## config.mk

```make
export PLATFORM = sky130hd
export DESIGN_NAME = srma_recip
export DESIGN_NICKNAME = d
export VERILOG_FILES = /design/src/sv/srma_pkg.sv /design/src/sv/srma_recip.sv
export SDC_FILE = /design/constraint.sdc
export NUM_CORES = 1
export LEC_CHECK = 0
export BUFFER_PORTS_ARGS = -buffer_cell sky130_fd_sc_hd__buf_2
export CAP_MARGIN = 20
export CELL_PAD_IN_SITES_DETAIL_PLACEMENT = 0
export CELL_PAD_IN_SITES_GLOBAL_PLACEMENT = 1
export CORE_MARGIN = 3
export CORE_UTILIZATION = 45
export DETAILED_ROUTE_END_ITERATION = 8
export PLACE_DENSITY_LB_ADDON = 0.12
export SYNTH_ARGS = -nofsm -noshare
export SYNTH_HDL_FRONTEND = slang
export SYNTH_SLANG_ARGS = --single-unit
```

## constraint.sdc

```tcl
create_clock -name clk_i -period 3.55 [get_ports clk_i]
set_input_delay 0.71 -clock clk_i [delete_from_list [all_inputs] [get_ports clk_i]]
set_output_delay 0.71 -clock clk_i [all_outputs]
set_load 0.02 [all_outputs]
```

## src/sv/srma_pkg.sv

```systemverilog
// ----------------------------------------------------------------------------
// srma_pkg: shared types and constants for the slab moment accumulator
// Holds the sequencer states, op codes, store entry layout and the fixed
// widths of the reciprocal unit.
// ----------------------------------------------------------------------------
package srma_pkg;

  localparam int unsigned ACC_W      = 48;
  localparam int unsigned CNT_W      = 32;
  localparam int unsigned MAG_W      = 18;
  localparam int unsigned RECIP_BITS = 33;   // 2^32 + |c|/2 needs 33 bits
  localparam int unsigned HGT_W      = 19;
  localparam int unsigned LVL_W      = 12;   // signed level index
  localparam int unsigned PROD_W     = 27;   // |height| * n

  localparam logic signed [HGT_W-1:0] ONE_Q16 = 19'sd65536;

  typedef enum logic [1:0] {
    OP_SEGMENT = 2'd0,
    OP_READ    = 2'd1,
    OP_CLEAR   = 2'd2,
    OP_NONE    = 2'd3
  } op_e;

  typedef enum logic [3:0] {
    ST_WIPE,
    ST_IDLE,
    ST_LVL_B,
    ST_LVL_A,
    ST_BOUNDS,
    ST_RECIP,
    ST_RMW_RD,
    ST_RMW_WR,
    ST_RD_LVL,
    ST_RD_WAIT,
    ST_CLEAR,
    ST_FINISH
  } state_e;

  typedef struct packed {
    logic [ACC_W-1:0]        ju;
    logic [CNT_W-1:0]        hu;
    logic [ACC_W-1:0]        ku;
    logic [ACC_W-1:0]        jd;
    logic signed [CNT_W-1:0] hd;
    logic [ACC_W-1:0]        kd;
  } entry_t;

endpackage

```

## src/sv/srma_recip.sv

```systemverilog
// ----------------------------------------------------------------------------
// srma_recip: rounded Q16 reciprocal of a cosine magnitude
// Restoring divider, one quotient bit per cycle, computing
// (2^32 + mag/2) / mag. Pulses done_o when the quotient is ready.
// ----------------------------------------------------------------------------
module srma_recip (
  input  logic                                clk_i,
  input  logic                                rst_ni,
  input  logic                                start_i,
  input  logic [srma_pkg::MAG_W-1:0]          mag_i,
  output logic                                done_o,
  output logic [srma_pkg::RECIP_BITS-1:0]     quot_o
);

  localparam int unsigned CW = $clog2(srma_pkg::RECIP_BITS);

  logic [srma_pkg::RECIP_BITS-1:0] num_q;
  logic [srma_pkg::MAG_W-1:0]      rem_q;
  logic [srma_pkg::MAG_W-1:0]      div_q;
  logic [CW-1:0]                   cnt_q;
  logic                            run_q;
  logic                            done_q;

  logic [srma_pkg::MAG_W:0]        rem_sh;
  logic [srma_pkg::MAG_W:0]        rem_sub;
  logic                            fits;

  assign rem_sh  = {rem_q, num_q[srma_pkg::RECIP_BITS-1]};
  assign rem_sub = rem_sh - {1'b0, div_q};
  assign fits    = rem_sh >= {1'b0, div_q};

  always_ff @(posedge clk_i or negedge rst_ni) begin
    if (!rst_ni) begin
      run_q  <= 1'b0;
      done_q <= 1'b0;
      cnt_q  <= '0;
    end else begin
      done_q <= 1'b0;
      if (start_i) begin
        run_q <= 1'b1;
        cnt_q <= CW'(srma_pkg::RECIP_BITS - 1);
      end else if (run_q) begin
        cnt_q <= cnt_q - 1'b1;
        if (cnt_q == '0) begin
          run_q  <= 1'b0;
          done_q <= 1'b1;
        end
      end
    end
  end

  // shift the numerator out at the top, quotient bits in at the bottom
  always_ff @(posedge clk_i) begin
    if (start_i) begin
      num_q <= {1'b1, 32'd0} + srma_pkg::RECIP_BITS'(mag_i >> 1);
      rem_q <= '0;
      div_q <= mag_i;
    end else if (run_q) begin
      num_q <= {num_q[srma_pkg::RECIP_BITS-2:0], fits};
      rem_q <= fits ? rem_sub[srma_pkg::MAG_W-1:0] : rem_sh[srma_pkg::MAG_W-1:0];
    end
  end

  assign done_o = done_q;
  assign quot_o = num_q;

endmodule

```

==> results of run 1 <==
==> power groups by stage <==
stage | Clock (mW) | Sequential (mW) | Combinational, mW
finish | 0.667 | 1.23 | 0.800
global route | 0.732 | 1.26 | 0.896
CTS | 0.689 | 1.23 | 0.810
detailed placement | 0 | 1.25 | 0.806
global placement | 0 | 1.25 | 0.797
floorplan | 0 | 1.32 | 0.509
==> kinds of logic after synthesis <==
kind of cell               after synthesis
buffers and inverters                   37
xor gates and xnor gates                15
and+or+nand+nor                        109
muxes                                   27
adders and majority gates               21
AOI/OAI and AO/OA                       71
DFF                                     77
==> path summary, 6_finish.rpt <==
| path | depth (start not counted) | endpoint | from |
|---|---|---|---|
| max | 8 | rem_q[3]$_SDFFE_PP0P_ | rem_q[11]$_SDFFE_PP0P_ |
| min | 1 | done_o$_DFF_PN0_ | rst_ni |
| max reg2reg | 8 | rem_q[3]$_SDFFE_PP0P_ | rem_q[11]$_SDFFE_PP0P_ |
| min reg2reg | 2 | rem_q[9]$_SDFFE_PP0P_ | rem_q[9]$_SDFFE_PP0P_ |
| max in group asynchronous | 1 | cnt_q[1]$_DFFE_PN0P_ | rst_ni |
| min in group clk_i | 2 | rem_q[9]$_SDFFE_PP0P_ | rem_q[9]$_SDFFE_PP0P_ |
==> state kept, by name, indices dropped and copies added, names as in the netlist <==
name	flops
run_q	1
div_q	18
done_o	1
cnt_q	6
rem_q	18
quot_o	33
==> layout by cell type, fill, tap and decap left out, types with 3 or more instances in the layout <==
cell	instances
o21ai_0	6
a211oi_1	12
o21ai_1	7
and3_1	4
a21o_1	6
mux2_2	16
nor2b_1	22
buf_2	54
ha_1	20
xnor2_1	11
dfrtp_1	8
nand2_1	23
buf_4	5
inv_1	22
edfxtp_1	51
mux2i_1	11
a31oi_1	3
nand3_1	6
xor2_1	4
a32oi_1	3
a21oi_1	9
clkbuf_8	9
dfxtp_1	18
nor2_1	29
nor3_1	8
==> metrics by stage <==
stage	hold WS [ns]	total power, mW	setup slack (ns)	cell area, sq um	std cells
3_5_place_dp	0.4623	2.052	0.7620	4412	507
5_1_grt	0.1836	2.882	0.5277	4609	523
2_1_floorplan	0.4144	1.834	1.028	4040	357
6_report	0.1893	2.696	0.7402	4609	523
4_1_cts	0.1746	2.731	0.7447	4609	523
3_3_place_gp	0.4633	2.045	0.8197	4412	507
==> layer usage <==
metal	track usage, %	share of wire [%]	vias up
li1	-	-	1415
met1	24.07	49	1311
met2	27.80	46	53
met3	4.221	4.0	5
met4	6.114	1.0	0
met5	0	0	-
==> cell type report <==
class / instances / area (sq um) / share of cell area, %
Sequential cell: 77 / 2092 / 45.39
Tap cell: 105 / 131.4 / 2.850
Clock buffer: 9 / 123.9 / 2.687
Clock inverter: 7 / 73.82 / 1.602
Inverter: 22 / 82.58 / 1.792
Timing Repair Buffer: 60 / 327.8 / 7.112
Multi-Input combinational cell: 243 / 1778 / 38.57
==> cell usage after synthesis (all sizes together) (9+ instances only) <==
cell,n
o21ai,14
clkbuf,9
dfxtp,18
nand2,23
mux2i,11
inv,22
ha,20
edfxtp,51
xnor2,11
nor2,29
mux2,16
a211oi,14
nor2b,22
a21oi,11
==> out/summary.txt, run 1 <==
Die H: 100.8 um
largest net degree at the start of global routing: 58
Syn Nets: 399
Worst Skew: 0.01101 ns
Crit path max-delay family: simple AND/OR/NAND/NOR gates
share of synthesized registers carrying an async set or reset: 10.39%
Worst Path Required: 3.76 ns
Post-DRT Antenna Nets: 0
Buf/Inv on CP: 0
Synth cell types: 60
Die ar.: 0.01015 sq mm
pwr dens: 584.8 mW/mm^2
Final setup viols: 0
sw power: 0.9017 mW
ANT cells: 0
GRT Total Usage: 17.72%
Placer Congestion: 0.8142
Util after Layout: 54.46%
Ports: 55
CTS Hold Bufs: 0
Worst-path clk slew: 0.09 ns
GRT overflow: 0
max_cap viols: 0
first-pass GRT wire length: 14110 um
Yosys warnings: 0
adder-cell share of the synthesized area: 6.689%
period utilization: 79.15%
Wirelength per Cell: 15.63 um
number of antenna violations at the first check in global routing: 0
cts bufs inserted: 9
Avg Cell Area, Syn: 11.32 sq um
Vias: 2784
outcome: finished clean
Seq/Total Area, Yosys: 51.78%
Final min period: 2.810 ns
Synth area leaders: edfxtp_1 38%, dfxtp_1 8.9%, ha_1 6.2%, dfrtp_1 5.0%, mux2_2 4.5%
worst-path fanout max: 20
Filler cells: 736
crit path kind: register to register
DRC: 0
path type of the worst min-delay path: primary input to async pin
maximum VDD drop: 0.0003685 V
Post-synth EDFFs: 51
htree depth: 3
Synth area leader: edfxtp_1
worst path cell trace: ha_1 -> a21oi_4 -> o21ai_2 -> or4b_4 -> a211oi_4 -> or2_4 -> mux2i_1 -> a211oi_1
top-area cell type share of the netlist area: 37.91%
slowest CP cell: or4b_4
clk buf depth: 2
Comb power frac: 29.7%
sequential share of power: 45.6%
Pleak: 2.084 nW
Post-Synthesis Cell Area: 0.004040 sq mm
largest family of logic cells by synthesized area: simple AND/OR/NAND/NOR gates
Crit path arrival time: 3.02 ns
CP endpoint kind: register
Least-Margin Pin Slew: 0.5656 ns
CP max stage delay: 0.54 ns
Clock Latency Late Sink: 0.35 ns
placement row count: 33
post-synthesis xor/xnor area fraction: 3.252%
share of layout cells above drive strength 1: 24.64%
mux cell area share after synthesis: 7.185%
vias in the first global route: 2910
simple-gate share of the synthesized area: 13.91%
FF+latch count, synth: 77
final hold violations: 0
flop2flop setup slack: 0.74 ns
RSZ-0062 raised after global routing: false
Post CTS Setup Buffer Count: 0
nets@finish: 455
Sw Ratio: 33.45%
Compound-Gate Fraction of Synth Area: 12.98%
FMAX: 355.9 MHz
Pre-Repair DR Iteration Count: 4
Int Power: 1.794 mW
clk root buf: clkbuf_8
Syn Inst Count: 357
Initial Util: 47.73%
final setup TNS: 0 ns
width of the die: 100.8 um
Final Routed Wirelength: 8176 um
Rel. slew slack: 61.76%
first-iteration detailed-routing DRC count: 78
Final Max Slew Viols: 0
Num Clock Sinks: 77
vias per inst: 5.323
Clk pwr share: 24.8%
port buffer count: 54
core area: 0.008464 sq mm
Post-synth top flop: edfxtp_1
hpwl dp: 5897 um
Resized cells post-CTS: 0
Startpoint Class: register
CTS tree: done
Synth-to-Final Area Change: 14.09%
No activity file was read; power rests on OpenSTA's default activity.
==> run 2: changes to the inputs <==
Settings changed: ABC_AREA set to 1, CORE_UTILIZATION 45 to 39.
Clock period 3.55 ns to 2.26 ns, I/O delays scaled along.
==> run 2 against run 1 <==
Against the previous run: register-to-register slack got worse by 0.59 ns; first-iteration DRC count increased by 120%; count of clock-buffer cells in the layout unchanged; critical endpoint is now rem_q[8]$_SDFFE_PP0P_; maximum frequency increased by 33%; non-clock buffer count increased by 3; core utilization decreased by 7.9 points; synthesized cell count increased by 46%; combinational power increased to 3.9 times the previous value; critical path depth increased by 4; final cell count increased by 39%.
==> out/summary.txt, run 2 <==
first-iteration detailed-routing DRC count: 170 (+120%)
clk root buf: clkbuf_8
CP endpoint kind: register
Int Power: 3.649 mW (+100%)
Avg Cell Area, Syn: 8.384 sq um (-26%)
Num Clock Sinks: 77 (unchanged)
Comb power frac: 49.5% (+20 points)
Crit path max-delay family: adder cells
Post-synth top flop: edfxtp_1
Final Routed Wirelength: 10030 um (+23%)
width of the die: 111.9 um (+11%)
Synth cell types: 38 (-37%)
Wirelength per Cell: 13.81 um (-12%)
Post-synth EDFFs: 51 (unchanged)
Worst Skew: 0.006180 ns (-0.004833 ns)
FMAX: 473.1 MHz (+33%)
Clock Latency Late Sink: 0.34 ns (about the same)
pwr dens: 1248 mW/mm^2 (+110%)
max reg flops: 33 (unchanged)
FF+latch count, synth: 77 (unchanged)
worst path cell trace: inv_1 -> ha_1 -> inv_1 -> fa_1 -> inv_1 -> nor2_1 -> o21ai_1 -> nand2_2 -> xnor2_1 -> nand2_1 -> nand3_1 -> o21ai_0
Least-Margin Pin Slew: 0.6879 ns (+0.1223 ns)
share of synthesized registers carrying an async set or reset: 10.39% (unchanged)
Die H: 111.9 um (+11%)
most common cell after layout, fill and taps aside: nand2_1
Worst Path Required: 2.48 ns (-1.28 ns)
Tot Pwr: 6.329 mW (+130%)
Yosys warnings: 0 (unchanged)
most frequent cells in the layout: 157 x nand2_1, 80 x inv_1, 54 x buf_2
crit-path most repeated cell: inv_1
Final setup viols: 0 (unchanged)
Post CTS Setup Buffer Count: 0 (unchanged)
Placer Congestion: 0.8630 (+6.0%)
Pleak: 2.528 nW (+21%)
Seq/Total Area, Yosys: 47.80% (-4.0 points)
nets@finish: 623 (+37%)
Sw Ratio: 42.35% (+8.9 points)
post-layout instance area: 0.005072 sq mm (+10%)
RSZ-0062 raised after global routing: true
path type of the worst min-delay path: primary input to register
hpwl dp: 7506 um (+27%)
Buf/Inv on CP: 3 (+3)
synth cell count leaders: 160 x nand2_1, 80 x inv_1, 51 x edfxtp_1
Synth area leaders: edfxtp_1 35%, nand2_1 14%, dfxtp_1 8.2%, inv_1 6.9%, ha_1 5.7%
GRT Total Usage: 16.96% (-0.76 points)
Pre-Repair DR Iteration Count: 4 (unchanged)
Synth-to-Final Area Change: 15.89%
vias per inst: 4.701 (-12%)
CTS tree: done
share of layout cells above drive strength 1: 20.82% (-3.8 points)
maximum VDD drop: 0.0005043 V (+37%)
port buffer count: 54 (unchanged)
final hold violations: 0 (unchanged)
Synth area leader: edfxtp_1
CP max stage delay: 0.42 ns (-0.12 ns)
slowest CP cell: edfxtp_1
Syn Nets: 564 (+41%)
vias in the first global route: 3421 (+18%)
Initial Util: 40.20% (-7.5 points)
cts bufs inserted: 9 (unchanged)
DRC: 0 (unchanged)
Worst-path clk slew: 0.08 ns (about the same)
sequential share of power: 32.6% (-13 points)
Startpoint Class: register
placement row count: 38 (+15%)
crit path kind: register to register
Post-Synthesis Cell Area: 0.004377 sq mm (+8.3%)
Vias: 3413 (+23%)
Rel. slew slack: 54.09% (-7.7 points)
largest net degree at the start of global routing: 37 (-36%)
Crit path arrival time: 2.34 ns (-0.68 ns)
sw power: 2.681 mW (+200%)
DP Area: 0.004822 sq mm (+9.3%)
Syn Inst Count: 522 (+46%)
Final min period: 2.114 ns (-0.6961 ns)
top-area cell type share of the netlist area: 34.99% (-2.9 points)
first-pass GRT wire length: 17250 um (+22%)
number of antenna violations at the first check in global routing: 0 (unchanged)
htree depth: 3 (unchanged)
cell with the most instances after synthesis: nand2_1
clk buf depth: 2 (unchanged)
worst-path fanout max: 3 (-85%)
Ports: 55 (unchanged)
final setup TNS: 0 ns (unchanged)
max_cap viols: 0 (unchanged)
ANT cells: 0 (unchanged)
Die ar.: 0.01253 sq mm (+23%)
core area: 0.01089 sq mm (+29%)
period utilization: 93.53% (+14 points)
GRT overflow: 0 (unchanged)
Final Max Slew Viols: 0 (unchanged)
Clk pwr share: 17.8% (-7.0 points)
outcome: finished clean
Post-DRT Antenna Nets: 0 (unchanged)
run 2: kinds of logic after synthesis:
kind of cell / count (synthesis) / share of synthesized area [%]
fa+ha+maj: 21 / 6.175
flops: 77 / 47.80
compound gates: 39 / 5.146
simple gates: 280 / 30.02
buf+inv: 97 / 9.262
xor+xnor: 8 / 1.601
run 2: worst reg2reg max path: stages, from the launching register on:
cell	delay [ns]
edfxtp_1	0.42
inv_1	0.11
ha_1	0.17
inv_1	0.08
fa_1	0.40
inv_1	0.08
nor2_1	0.07
o21ai_1	0.17
nand2_2	0.13
xnor2_1	0.16
nand2_1	0.08
nand3_1	0.06
o21ai_0	0.07
run 2: per-layer routing:
layer / wire (um) / track usage, % / up-vias
li1: - / - / 1778
met1: 4974 / 24.21 / 1566
met2: 4537 / 26.58 / 58
met3: 383 / 3.098 / 11
met4: 131 / 4.728 / 0
met5: 0 / 0 / -
run 2: final cells by class:
type,count,area [sq um]
Clock buffer,9,123.9
Clock inverter,7,90.09
Fill cell,1086,5816
Inverter,82,307.8
Multi-Input combinational cell,348,1906
Sequential cell,77,2092
Tap cell,140,175.2
Timing Repair Buffer,63,377.9
run 2: metrics by stage:
stage                     worst slack [ns]  hold WS [ns]  std cells  util (%)
after global placement             0.03073        0.3057        709     44.29
final                               0.1463        0.2908        726     46.59
after CTS                         0.008900        0.2691        726     46.35
after floorplan                     0.2827        0.1564        522         -
after global routing             -0.006173        0.2706        726     46.59
after detailed placement         -0.003091        0.3040        709     44.29
run 2: final timing paths:
kind,start,endpoint,slack [ns],cells after the start
max in group asynchronous,rst_ni,cnt_q[0]$_DFFE_PN0P_,1.61,2
hold / removal,mag_i[0],div_q[0]$_DFFE_PP_,0.29,1
hold reg to reg,rem_q[12]$_SDFFE_PP0P_,rem_q[12]$_SDFFE_PP0P_,0.47,2
setup / recovery,quot_o[32]$_SDFFCE_PP1P_,rem_q[8]$_SDFFE_PP0P_,0.15,12
setup reg to reg,quot_o[32]$_SDFFCE_PP1P_,rem_q[8]$_SDFFE_PP0P_,0.15,12
min in group asynchronous,rst_ni,cnt_q[4]$_DFFE_PN0P_,0.48,2
run 2: power groups by stage:
stage                     Sequential (mW)  Combinational, mW  Clock (mW)
after global placement               2.08               3.11           0
final                                2.06               3.14        1.13
after CTS                            2.06               3.12        1.17
after global routing                 2.11               3.55        1.23
after detailed placement             2.09               3.09           0
after floorplan                      2.18               2.29           0
run 2: what timing repair did:
| item | 4_1_cts | 5_1_grt |
|---|---|---|
| endpoints found under the hold margin | 8 | 0 |
| hold buffers | 1 | 0 |
| gates resized for setup | 0 | 8 |
| setup endpoints to repair | 0 | 8 |
